`src/sv/lcdn_pkg.sv`:
```
// Package for the LCD nibble write sequencer.
// Holds the control word types, the microcode table and the power-up tables.
// No dependencies.
package lcdn_pkg;

  localparam int INIT_COMMANDS = 6;
  localparam int INIT_TABLE_LEN = 6;
  localparam int INIT_COUNT = (INIT_COMMANDS > INIT_TABLE_LEN) ? INIT_TABLE_LEN : INIT_COMMANDS;

  localparam logic [16:0] IDLE_HOLD = 17'd3200;
  localparam logic [7:0] LINE_TWO_CMD = 8'hC0;
  localparam logic [6:0] COUNT_MAX = 7'd127;

  localparam logic [15:0] PULSE_RESET = 16'd25;
  localparam logic [15:0] SETTLE_RESET = 16'd1000;
  localparam logic [6:0] LINE_LEN_RESET = 7'd16;

  typedef enum logic [1:0] {
    MODE_COMMAND = 2'd0,
    MODE_CHAR = 2'd1,
    MODE_POWER = 2'd2,
    MODE_NONE = 2'd3
  } mode_t;

  typedef enum logic [1:0] {
    REG_PULSE = 2'd0,
    REG_SETTLE = 2'd1,
    REG_LINE_LEN = 2'd2,
    REG_SPARE = 2'd3
  } reg_index_t;

  typedef enum logic [1:0] {
    NIB_ZERO,
    NIB_HIGH,
    NIB_LOW
  } nib_sel_t;

  typedef enum logic [1:0] {
    HOLD_ZERO,
    HOLD_PULSE,
    HOLD_SETTLE,
    HOLD_IDLE
  } hold_sel_t;

  typedef enum logic {
    JUMP_NEXT,
    JUMP_BYTE_END
  } jump_t;

  typedef struct packed {
    nib_sel_t nib;
    logic en;
    hold_sel_t hold;
    jump_t jump;
  } ucode_t;

  typedef struct packed {
    logic go;
    logic power;
    logic rs;
    logic line_two;
    logic [7:0] byte_val;
  } start_t;

  localparam logic [2:0] PC_IDLE = 3'd0;
  localparam logic [2:0] PC_BYTE = 3'd1;

  // Step 0 is the power-up idle phase; steps 1 to 6 send one byte.
  function automatic ucode_t ucode(input logic [2:0] pc);
    ucode_t w;
    case (pc)
      3'd0: w = '{NIB_ZERO, 1'b0, HOLD_IDLE, JUMP_NEXT};
      3'd1: w = '{NIB_HIGH, 1'b0, HOLD_ZERO, JUMP_NEXT};
      3'd2: w = '{NIB_HIGH, 1'b1, HOLD_PULSE, JUMP_NEXT};
      3'd3: w = '{NIB_HIGH, 1'b0, HOLD_ZERO, JUMP_NEXT};
      3'd4: w = '{NIB_LOW, 1'b0, HOLD_ZERO, JUMP_NEXT};
      3'd5: w = '{NIB_LOW, 1'b1, HOLD_PULSE, JUMP_NEXT};
      3'd6: w = '{NIB_LOW, 1'b0, HOLD_SETTLE, JUMP_BYTE_END};
      default: w = '{NIB_ZERO, 1'b0, HOLD_ZERO, JUMP_BYTE_END};
    endcase
    return w;
  endfunction

  function automatic logic [7:0] power_cmd(input logic [2:0] step);
    logic [7:0] c;
    case (step)
      3'd0: c = 8'h33;
      3'd1: c = 8'h32;
      3'd2: c = 8'h28;
      3'd3: c = 8'h0C;
      3'd4: c = 8'h06;
      3'd5: c = 8'h01;
      default: c = 8'h00;
    endcase
    return c;
  endfunction

  function automatic logic [14:0] power_wait(input logic [2:0] step);
    logic [14:0] t;
    case (step)
      3'd0: t = 15'd30000;
      3'd1: t = 15'd30000;
      3'd2: t = 15'd30000;
      3'd3: t = 15'd800;
      3'd4: t = 15'd800;
      3'd5: t = 15'd10000;
      default: t = 15'd0;
    endcase
    return t;
  endfunction

endpackage

```
`src/sv/lcd_nibble_write_sequencer.sv`:
```
// Top level of the LCD nibble write sequencer: configuration registers,
// character count and input word decode. Depends on lcdn_pkg and lcdn_sequencer.
// An accepted word first loads the sequencer state; the first pin phase is then registered from it.
// Throughput: one phase per cycle when unstalled; 6 phases for a byte, 12 when the
// line-two command follows, 37 for power-up; a new word stalls until the last phase is registered.
// Mode 3 words are taken and produce nothing. Synchronous reset restores the
// register defaults and clears the character count and sequencer state.
module lcd_nibble_write_sequencer (
  input  logic clk,
  input  logic rst,
  input  logic cfg_write,
  input  logic [1:0] cfg_index,
  input  logic [15:0] cfg_data,
  input  logic cmd_valid,
  output logic cmd_stall,
  input  logic [1:0] mode,
  input  logic [7:0] byte_value,
  input  logic text_start,
  output logic pin_valid,
  input  logic pin_stall,
  output logic [3:0] nibble,
  output logic reg_select,
  output logic enable,
  output logic [16:0] hold_ticks,
  output logic last
);
  import lcdn_pkg::*;

  logic [15:0] enable_pulse_ticks;
  logic [15:0] byte_settle_ticks;
  logic [6:0] line_length;
  logic [6:0] char_count;
  logic [6:0] char_count_next;
  logic [6:0] count_base;
  logic busy;
  logic accept;
  start_t start;

  always_comb begin
    accept = cmd_valid && !busy;
    count_base = text_start ? 7'd0 : char_count;
    char_count_next = (count_base < COUNT_MAX) ? count_base + 7'd1 : count_base;
    start.go = accept && (mode != MODE_NONE);
    start.power = (mode == MODE_POWER);
    start.rs = (mode == MODE_CHAR);
    start.line_two = (mode == MODE_CHAR) && (char_count_next == line_length);
    start.byte_val = byte_value;
  end

  assign cmd_stall = busy;

  always_ff @(posedge clk) begin
    if (rst) begin
      enable_pulse_ticks <= PULSE_RESET;
      byte_settle_ticks <= SETTLE_RESET;
      line_length <= LINE_LEN_RESET;
      char_count <= 7'd0;
    end else begin
      if (cfg_write) begin
        case (cfg_index)
          REG_PULSE: enable_pulse_ticks <= cfg_data;
          REG_SETTLE: byte_settle_ticks <= cfg_data;
          REG_LINE_LEN: line_length <= cfg_data[6:0];
          default: ;
        endcase
      end
      if (accept && (mode == MODE_CHAR)) begin
        char_count <= char_count_next;
      end
    end
  end

  lcdn_sequencer u_seq (
    .clk(clk),
    .rst(rst),
    .start(start),
    .enable_pulse_ticks(enable_pulse_ticks),
    .byte_settle_ticks(byte_settle_ticks),
    .busy(busy),
    .pin_valid(pin_valid),
    .pin_stall(pin_stall),
    .nibble(nibble),
    .reg_select(reg_select),
    .enable(enable),
    .hold_ticks(hold_ticks),
    .last(last)
  );

endmodule

```
`src/sv/lcdn_sequencer.sv`:
```
// Microcoded phase sequencer: step counter, byte datapath and output word register.
// Depends on lcdn_pkg for the control word table and power-up tables.
module lcdn_sequencer (
  input  logic clk,
  input  logic rst,
  input  lcdn_pkg::start_t start,
  input  logic [15:0] enable_pulse_ticks,
  input  logic [15:0] byte_settle_ticks,
  output logic busy,
  output logic pin_valid,
  input  logic pin_stall,
  output logic [3:0] nibble,
  output logic reg_select,
  output logic enable,
  output logic [16:0] hold_ticks,
  output logic last
);
  import lcdn_pkg::*;

  logic [2:0] pc;
  logic [2:0] init_step;
  logic [7:0] byte_val;
  logic rs;
  logic power;
  logic line_two;

  ucode_t ctrl;
  logic advance;
  logic more;
  logic [14:0] extra;
  logic [3:0] nib_next;
  logic [16:0] hold_next;
  logic last_next;

  always_comb begin
    ctrl = ucode(pc);
    advance = busy && (!pin_valid || !pin_stall);
    more = power ? (init_step != 3'(INIT_COUNT - 1)) : line_two;
    extra = power ? power_wait(init_step) : 15'd0;
    case (ctrl.nib)
      NIB_HIGH: nib_next = byte_val[7:4];
      NIB_LOW: nib_next = byte_val[3:0];
      default: nib_next = 4'd0;
    endcase
    case (ctrl.hold)
      HOLD_PULSE: hold_next = {1'b0, enable_pulse_ticks};
      HOLD_SETTLE: hold_next = {1'b0, byte_settle_ticks} + {2'b00, extra};
      HOLD_IDLE: hold_next = IDLE_HOLD;
      default: hold_next = 17'd0;
    endcase
    last_next = (ctrl.jump == JUMP_BYTE_END) && !more;
  end

  always_ff @(posedge clk) begin
    if (rst) begin
      busy <= 1'b0;
      pin_valid <= 1'b0;
      pc <= PC_IDLE;
      init_step <= 3'd0;
      line_two <= 1'b0;
      power <= 1'b0;
    end else begin
      if (advance) begin
        pin_valid <= 1'b1;
        nibble <= nib_next;
        reg_select <= rs;
        enable <= ctrl.en;
        hold_ticks <= hold_next;
        last <= last_next;
        if (ctrl.jump == JUMP_NEXT) begin
          pc <= pc + 3'd1;
        end else if (more) begin
          pc <= PC_BYTE;
          if (power) begin
            init_step <= init_step + 3'd1;
            byte_val <= power_cmd(init_step + 3'd1);
          end else begin
            line_two <= 1'b0;
            byte_val <= LINE_TWO_CMD;
            rs <= 1'b0;
          end
        end else begin
          busy <= 1'b0;
          init_step <= 3'd0;
        end
      end else if (!pin_stall) begin
        pin_valid <= 1'b0;
      end
      if (start.go) begin
        busy <= 1'b1;
        pc <= start.power ? PC_IDLE : PC_BYTE;
        power <= start.power;
        rs <= start.rs;
        line_two <= start.line_two;
        init_step <= 3'd0;
        byte_val <= start.power ? power_cmd(3'd0) : start.byte_val;
      end
    end
  end

endmodule

```
`config.mk`:
```
export PLATFORM = sky130hd
export DESIGN_NAME = lcd_nibble_write_sequencer
export DESIGN_NICKNAME = d
export VERILOG_FILES = /design/src/sv/lcdn_pkg.sv /design/src/sv/lcd_nibble_write_sequencer.sv /design/src/sv/lcdn_sequencer.sv
export SDC_FILE = /design/constraint.sdc
export NUM_CORES = 1
export LEC_CHECK = 0
export BUFFER_PORTS_ARGS = -buffer_cell sky130_fd_sc_hd__buf_2
export CORE_UTILIZATION = 52
export DETAILED_ROUTE_END_ITERATION = 10
export PLACE_DENSITY = 0.72
export SYNTH_ARGS = -nofsm -noshare
export SYNTH_HDL_FRONTEND = slang
export SYNTH_SLANG_ARGS = --single-unit
```
`constraint.sdc`:
```
create_clock -name clk -period 2.9 [get_ports clk]
set_input_delay 0.58 -clock clk [delete_from_list [all_inputs] [get_ports clk]]
set_output_delay 0.58 -clock clk [all_outputs]
set_load 0.02 [all_outputs]
```
## Word-level counts from Yosys, hierarchy flattened

Index checks and enable logic that the tools add are counted.

- $add $sub $neg: 4
- Magnitude comparators: 1
- Equality and inequality tests: 33
- Mux-type cells: 34
- Bitwise gates (word level): 1
- Reductions and logical operators: 32

Operator list:

| operator | number |
|---|---|
| 6-bit case mux with 6 select lines | 2 |
| 17-bit case mux with 3 select lines | 1 |
| 8-bit 2-to-1 mux | 6 |
| 15-bit case mux with 3 select lines | 1 |
| 3-bit == test (second input constant) | 7 |
| 3-bit by 2-bit == test with 1-bit output (second input constant) | 6 |
| 3-bit 2-to-1 mux | 6 |
| 16-bit by 15-bit adder with 17-bit output | 1 |
| 15-bit 2-to-1 mux | 1 |
| 1-bit 2-to-1 mux | 14 |
| 7-bit 2-to-1 mux | 2 |
| 2-bit == test (second input constant) | 5 |
| 2-bit AND reduction | 5 |
| 3-bit by 1-bit == test with 1-bit output (second input constant) | 3 |
| 3-bit zero test | 3 |
| 2-bit by 1-bit == test with 1-bit output (second input constant) | 4 |
| 4-bit case mux with 2 select lines | 1 |
| 4-bit AND reduction | 2 |
| 7-bit by 1-bit adder with 7-bit output (second input constant) | 1 |
| 7-bit == test | 1 |
| 7-bit < comparator (second input constant) | 1 |
| 3-bit by 1-bit adder with 3-bit output (second input constant) | 2 |
| 1-bit logical AND | 6 |
| 2-bit inequality test (second input constant) | 3 |
| other kinds (11) | 21 |

- Register bits: 89
- Output and inout bits: 26
- Logic and storage cells: 122

## Longest topological paths before layout

- Word-level depth: 8
- Gate-level depth with buffers: 14
- Mapped depth without buffers: 14

## Cells and area by module

From an unflattened synthesis, not the netlist that was laid out.

- Cells, all modules: 512
- Area, all modules: 4,714.5 sq um

Modules (own cells, without submodules):

| module | instances | cells each | area an instance (sq um) | seq. area each (sq um) |
|---|---|---|---|---|
| lcdn_sequencer | 1 | 240 | 2,519.9 | 1,191.1 |
| lcd_nibble_write_sequencer | 1 | 272 | 2,194.6 | 920.9 |

## Worst setup path before layout

No wires, ideal clock.

- Kind: reg-to-reg
- Start: register u_seq.init_step[0]
- End: register u_seq.hold_ticks[11], data pin
- Data arrival time: 2.449 ns
- Path slack: 0.190 ns
- Stages on the path, launching flop included: 15
- Period minus slack after synthesis: 2.710 ns
- Path through: dfxtp_1 inv_1 ha_1 nor3_1 nor2_1 nor2_1 nor2_1 nand2b_1 ha_1 and3_1 a21boi_1 nor2_1 xor2_1 a221oi_1 nor2_1

- Longest elaborated chain between the ends: 6
- Elaborated cells on any way between the ends: 12
- Those cells by class: add/sub (1); eq/ne (5); mux (3); reduce/logical (3)

Ends and longest elaborated chain:

| item | line | source |
|---|---|---|
| from (decl) | lcdn_sequencer.sv:21 | `logic [2:0] init_step;` |
| from (signal assigned) | lcdn_sequencer.sv:75 | `init_step <= init_step + 3'd1;` |
| 3-bit by 1-bit == test with 1-bit output (tied with other cells) | lcdn_pkg.sv:100 | `case (step)` |
| 3-bit OR reduction (no line) / 2-bit OR reduction (equally long branches) | -- |  |
| 15-bit case mux with 3 select lines * | lcdn_pkg.sv:100 |  |
| 15-bit 2-to-1 mux * | lcdn_sequencer.sv:39 | `extra = power ? power_wait(init_step) : 15'd0;` |
| 16-bit by 15-bit adder with 17-bit output * | lcdn_sequencer.sv:47 | `HOLD_SETTLE: hold_next = {1'b0, byte_settle_ticks} + {2'b00, extra};` |
| 17-bit case mux with 3 select lines * | lcdn_sequencer.sv:45 | `case (ctrl.hold)` |
| net u_seq.hold_next[11] | lcdn_sequencer.sv:32 | `logic [16:0] hold_next;` |
| to (signal assigned) | lcdn_sequencer.sv:68 | `hold_ticks <= hold_next;` |
| to (decl) | lcdn_sequencer.sv:15 | `output logic [16:0] hold_ticks,` |

Mark *: on every way through the listed nets, which the timed path passes. The rest lies on a longest branch.
A chain may end at the register's enable or synchronous reset.

## Final worst setup path

Same ends and word-level chain as after synthesis.

==> results summary <==
The flow ran to the end, and the final reports show no timing, DRC or antenna violations. The floorplan step defined a die boundary enclosing 9080 µm². The number of antenna violations at the first check in global routing came out at 0. The clock slew seen by the registers of the worst setup and hold paths is 0.09 ns. The floorplan step set the die height to 95.3 µm. For this run, global-route usage on met3 was measured as 0.0423. The average footprint of a synthesized cell is 8.90 µm². Of the cells placed in the final design, the portion with a size suffix greater than 1 is 0.176.

The maximum clock frequency came out at 358 MHz. The HPWL after detailed placement is 7.28 mm. The share of Yosys cell area claimed by the top area cell type came out at 0.248. The cell type of the slowest stage on the worst timing path is dfxtp_4. The via count of the first global-routing pass is 3,558. The combinational cell fraction of total power is 0.111.

The count of buffers from port buffering came out at 59. The total power divided by cell area is 483 nW/µm². met2 is the most crowded layer.

The buffers inserted during post-CTS setup optimization came out at 0. The number of distinct library cells after synthesis came out at 53. The cell type contributing the most total cell area after synthesis is dfxtp_1. The worst register-to-register path begins at u_seq.init_step[0]$_SDFFE_PP0P_.

OpenSTA, run right after detailed placement, puts the worst setup slack at -0.0394 ns. The stage delay of the slowest cell on the critical path is 0.38 ns. Using the TritonRoute via totals, the vias-per-cell ratio works out to 5.72.

The switching power is 0.647 mW. The via count came out at 3,853. By area, the combinational part of the netlist is dominated by simple AND/OR/NAND/NOR gates. The core region is 8300 µm². The number of diodes is 0. The number of DRC markers in iteration 0 is 214. The final layout contains routed wiring with a total length of 10.3 mm. The final routed DRC violation total came out at 0. The reported leakage power is 2.07 nW.

In this run the most critical hold path is launched from u_seq.rs$_SDFFCE_PN0P_. The wire length of the first global-routing pass is 16.6 mm. The total nets after synthesis is 561. The logic depth of the worst register-to-register path is 14. By area the synthesized netlist is led by dfxtp_1 (25%), edfxtp_1 (22%), nand2_1 (7.8%), a21oi_1 (5.9%), ha_1 (5.0%). The cell count after synthesis came out at 508. The final hold violation count is 0. At the pin with the least slew margin, the transition time is 0.694 ns. The worst path in the final design needs a cycle of 2.79 ns, including I/O delays and setup.

The clock tree root driver cell is clkbuf_8. The number of I/O pins is 60. The met1 track utilization from global routing is 0.313. The largest net degree at the start of global routing came out at 44. The final number of setup-violating endpoints came out at 0. Leaving out fill and tap cells, the most frequent cell in the layout is nand2_1. Yosys printed 0 warnings.

In the final timing run, aggregate negative setup slack is 0 ns. Across every metal layer, demand over resource in global routing totals 0.240. The destination of the worst register-to-register timing path is u_seq.hold_ticks[11]$_DFFE_PP_. The clock skew after layout is 0.0112 ns. CTS built an H-tree with a depth of 3. For this run, the register share of the synthesized area comes to 0.467. Dividing the detail-routed wire length by the instance count gives 15.3 µm.

The number of clock sinks came out at 89. Measured along the x axis, the die boundary spans 95.3 µm. The internal cell power is 1.84 mW. The area share of and/or/nand/nor cells after synthesis came out at 0.222. The initial core utilization came out at 0.545.

The clock power share is 0.340. At the later pin of the worst-skew pair, clock insertion delay measures 0.37 ns. Synthesis inferred 89 register bits. The final antenna-violating net count is 0. At the worst endpoint, the arrival time is 2.91 ns. The largest vdd supply drop came out at 0.000244 V.

The CTS buffer count is 9. Compared with the post-synthesis result, the final layout area differs by 13.8%. The total overflow left after global routing is 0.

The worst hold path terminates at u_seq.reg_select$_DFFE_PP_. The floorplan has 33 rows. Counting instances, the worst hold path has a depth of 0. The switching share of power came out at 0.260. The headroom to the max-slew limit came out at 0.534. In this design, the critical path's most frequently occurring cell is nor2_1.

The number of buffers and inverters on the critical path is 1. Along the worst path, the maximum fanout reaches 5. Once layout is complete, the utilization of the core stands at 0.620. The library cells used most frequently in the layout, excluding fill and tap cells, are nand2_1 (94), buf_2 (59), dfxtp_1 (54). The maximum clock insertion buffer count came out at 2. The multiplexer share of the synthesized area came out at 0.0177. The share of total power dissipated in sequential elements is 0.550. The net total in the final layout is 617.

The post-synthesis xor/xnor area fraction is 0.0349. The compound-gate portion of the synthesized area was 0.170. The length of the first detailed-routing pass in iterations came out at 5. The critical path runs through a total of 14 cells.

TritonCTS built the clock tree. The mapped cell area is 4520 µm². On the critical path the largest part of the delay comes from simple AND/OR/NAND/NOR gates.

The fraction of met2 tracks used by global routing came out at 0.397. The weighted congestion reported at the end of routability-driven placement came out at 0.896. The tool flagged a number of max-cap violations equal to 0. STA classifies the critical path endpoint as a register. The worst path meets setup with 0.110 ns of slack. The adder and majority cell fraction of the synthesized area is 0.0542.

The type of the worst setup path is reg -> reg. The classification of the worst-slack hold path is reg -> reg. The minimum setup slack among reg-to-reg paths came out at 0.11 ns. The number of max-slew violations in the final report is 0. The critical path goes through inv_1 > ha_2 > nor3_2 > nor2_1 > nor2_1 > nor2_2 > nand2b_1 > ha_4 > nor3_1 > a21boi_2 > nor2_1 > xor2_1 > a221oi_2 > nor2_1. The final period utilization is 0.962. The worst path required time came out at 3.02 ns. The worst setup path is launched from a register.
[metrics by stage]
step	power [mW]	hold slack, ns	area (µm²)	std cells
final	2.49	0.424	5150	674
after global routing	2.57	0.431	5150	674
after CTS	2.48	0.425	5110	674
after detailed placement	1.67	0.413	4920	658
after global placement	1.66	0.418	4920	658
after floorplan	1.57	0.400	4520	508
[registers in the layout, indices dropped and copies added (netlist names)]
| signal | cells |
|---|---|
| char_count | 7 |
| u_seq.rs | 1 |
| line_length | 7 |
| u_seq.byte_val | 8 |
| u_seq.power | 1 |
| byte_settle_ticks | 16 |
| u_seq.last | 1 |
| u_seq.enable | 1 |
| u_seq.pin_valid | 1 |
| u_seq.line_two | 1 |
| enable_pulse_ticks | 16 |
| u_seq.pc | 3 |
| u_seq.nibble | 4 |
| u_seq.init_step | 3 |
| u_seq.reg_select | 1 |
| u_seq.busy | 1 |
| u_seq.hold_ticks | 17 |
[per-layer routing]
metal	part of all wire	up-vias
li1	-	1907
met1	0.44	1836
met2	0.50	93
met3	0.039	17
met4	0.017	0
met5	0	-
[repair_timing]
item                                   4_1_cts  5_1_grt
setup endpoints to repair                    1        5
endpoints found under the hold margin        0        0
pin swaps                                    0        1
gates resized for setup                      1        9
hold buffers                                 0        0
[kinds of logic (layout without fill, tap and decap cells)]
| kind of cell | count (synthesis) | after routing |
|---|---|---|
| XOR/XNOR | 18 | 18 |
| multiplexers | 8 | 8 |
| flip-flops | 89 | 89 |
| buffers and inverters | 37 | 98 |
| AO/OA/AOI/OAI | 128 | 128 |
| AND/OR/NAND/NOR | 209 | 209 |
| adder cells (fa/ha/maj) | 19 | 19 |
[synth_stat cells, drive strengths merged]
master   count
nor3        13
fa           1
nand3        7
a22o         7
a221oi       2
or3b         2
buf          6
o31ai        5
edfxtp      33
and4b        1
o21a         2
a32oi        1
clkbuf      18
ha          18
nor3b        1
a211o        4
and3b        2
nand4b       1
a31oi        5
a311oi       2
nand3b      12
a221o        1
nor2b        6
and3         3
mux2i        8
nand4        4
and4         2
a21oi       53
o21ai       32
xnor2        9
a211oi       1
a2111oi      1
a22oi        6
dfxtp       56
a21o         4
a21boi       2
nand2       94
nor4bb       1
inv         13
and2         2
xor2         9
nand2b       7
or2          3
nor2        48
[power by group through the flow]
stage / registers, mW / logic (mW) / clock network [mW]
2_1_floorplan: 1.40 / 0.172 / 0
3_3_place_gp: 1.39 / 0.262 / 0
3_5_place_dp: 1.40 / 0.268 / 0
4_1_cts: 1.37 / 0.271 / 0.846
5_1_grt: 1.37 / 0.307 / 0.894
6_report: 1.37 / 0.275 / 0.845
[final cells by class]
class / count / area (µm²)
inverters: 13 / 48.8
multi-input cells: 382 / 2290
clock buffers: 11 / 131
flip-flops and latches: 89 / 2120
fillers: 745 / 3150
well taps: 105 / 131
repair buffers: 69 / 370
clock inverters: 5 / 56.3
[how the worst max path moves through the flow]
stage / from / to / slack (ns)
2_1_floorplan: u_seq.init_step[0]$_SDFFE_PP0P_ / u_seq.hold_ticks[11]$_DFFE_PP_ / 0.19
3_3_place_gp: u_seq.init_step[0]$_SDFFE_PP0P_ / u_seq.hold_ticks[11]$_DFFE_PP_ / 0.12
3_5_place_dp: u_seq.init_step[0]$_SDFFE_PP0P_ / u_seq.hold_ticks[11]$_DFFE_PP_ / -0.04
4_1_cts: u_seq.init_step[0]$_SDFFE_PP0P_ / u_seq.hold_ticks[11]$_DFFE_PP_ / 0.01
5_1_grt: u_seq.init_step[0]$_SDFFE_PP0P_ / u_seq.hold_ticks[11]$_DFFE_PP_ / -0.07
6_report: u_seq.init_step[0]$_SDFFE_PP0P_ / u_seq.hold_ticks[11]$_DFFE_PP_ / 0.11
(Power assumes the default switching activity.)
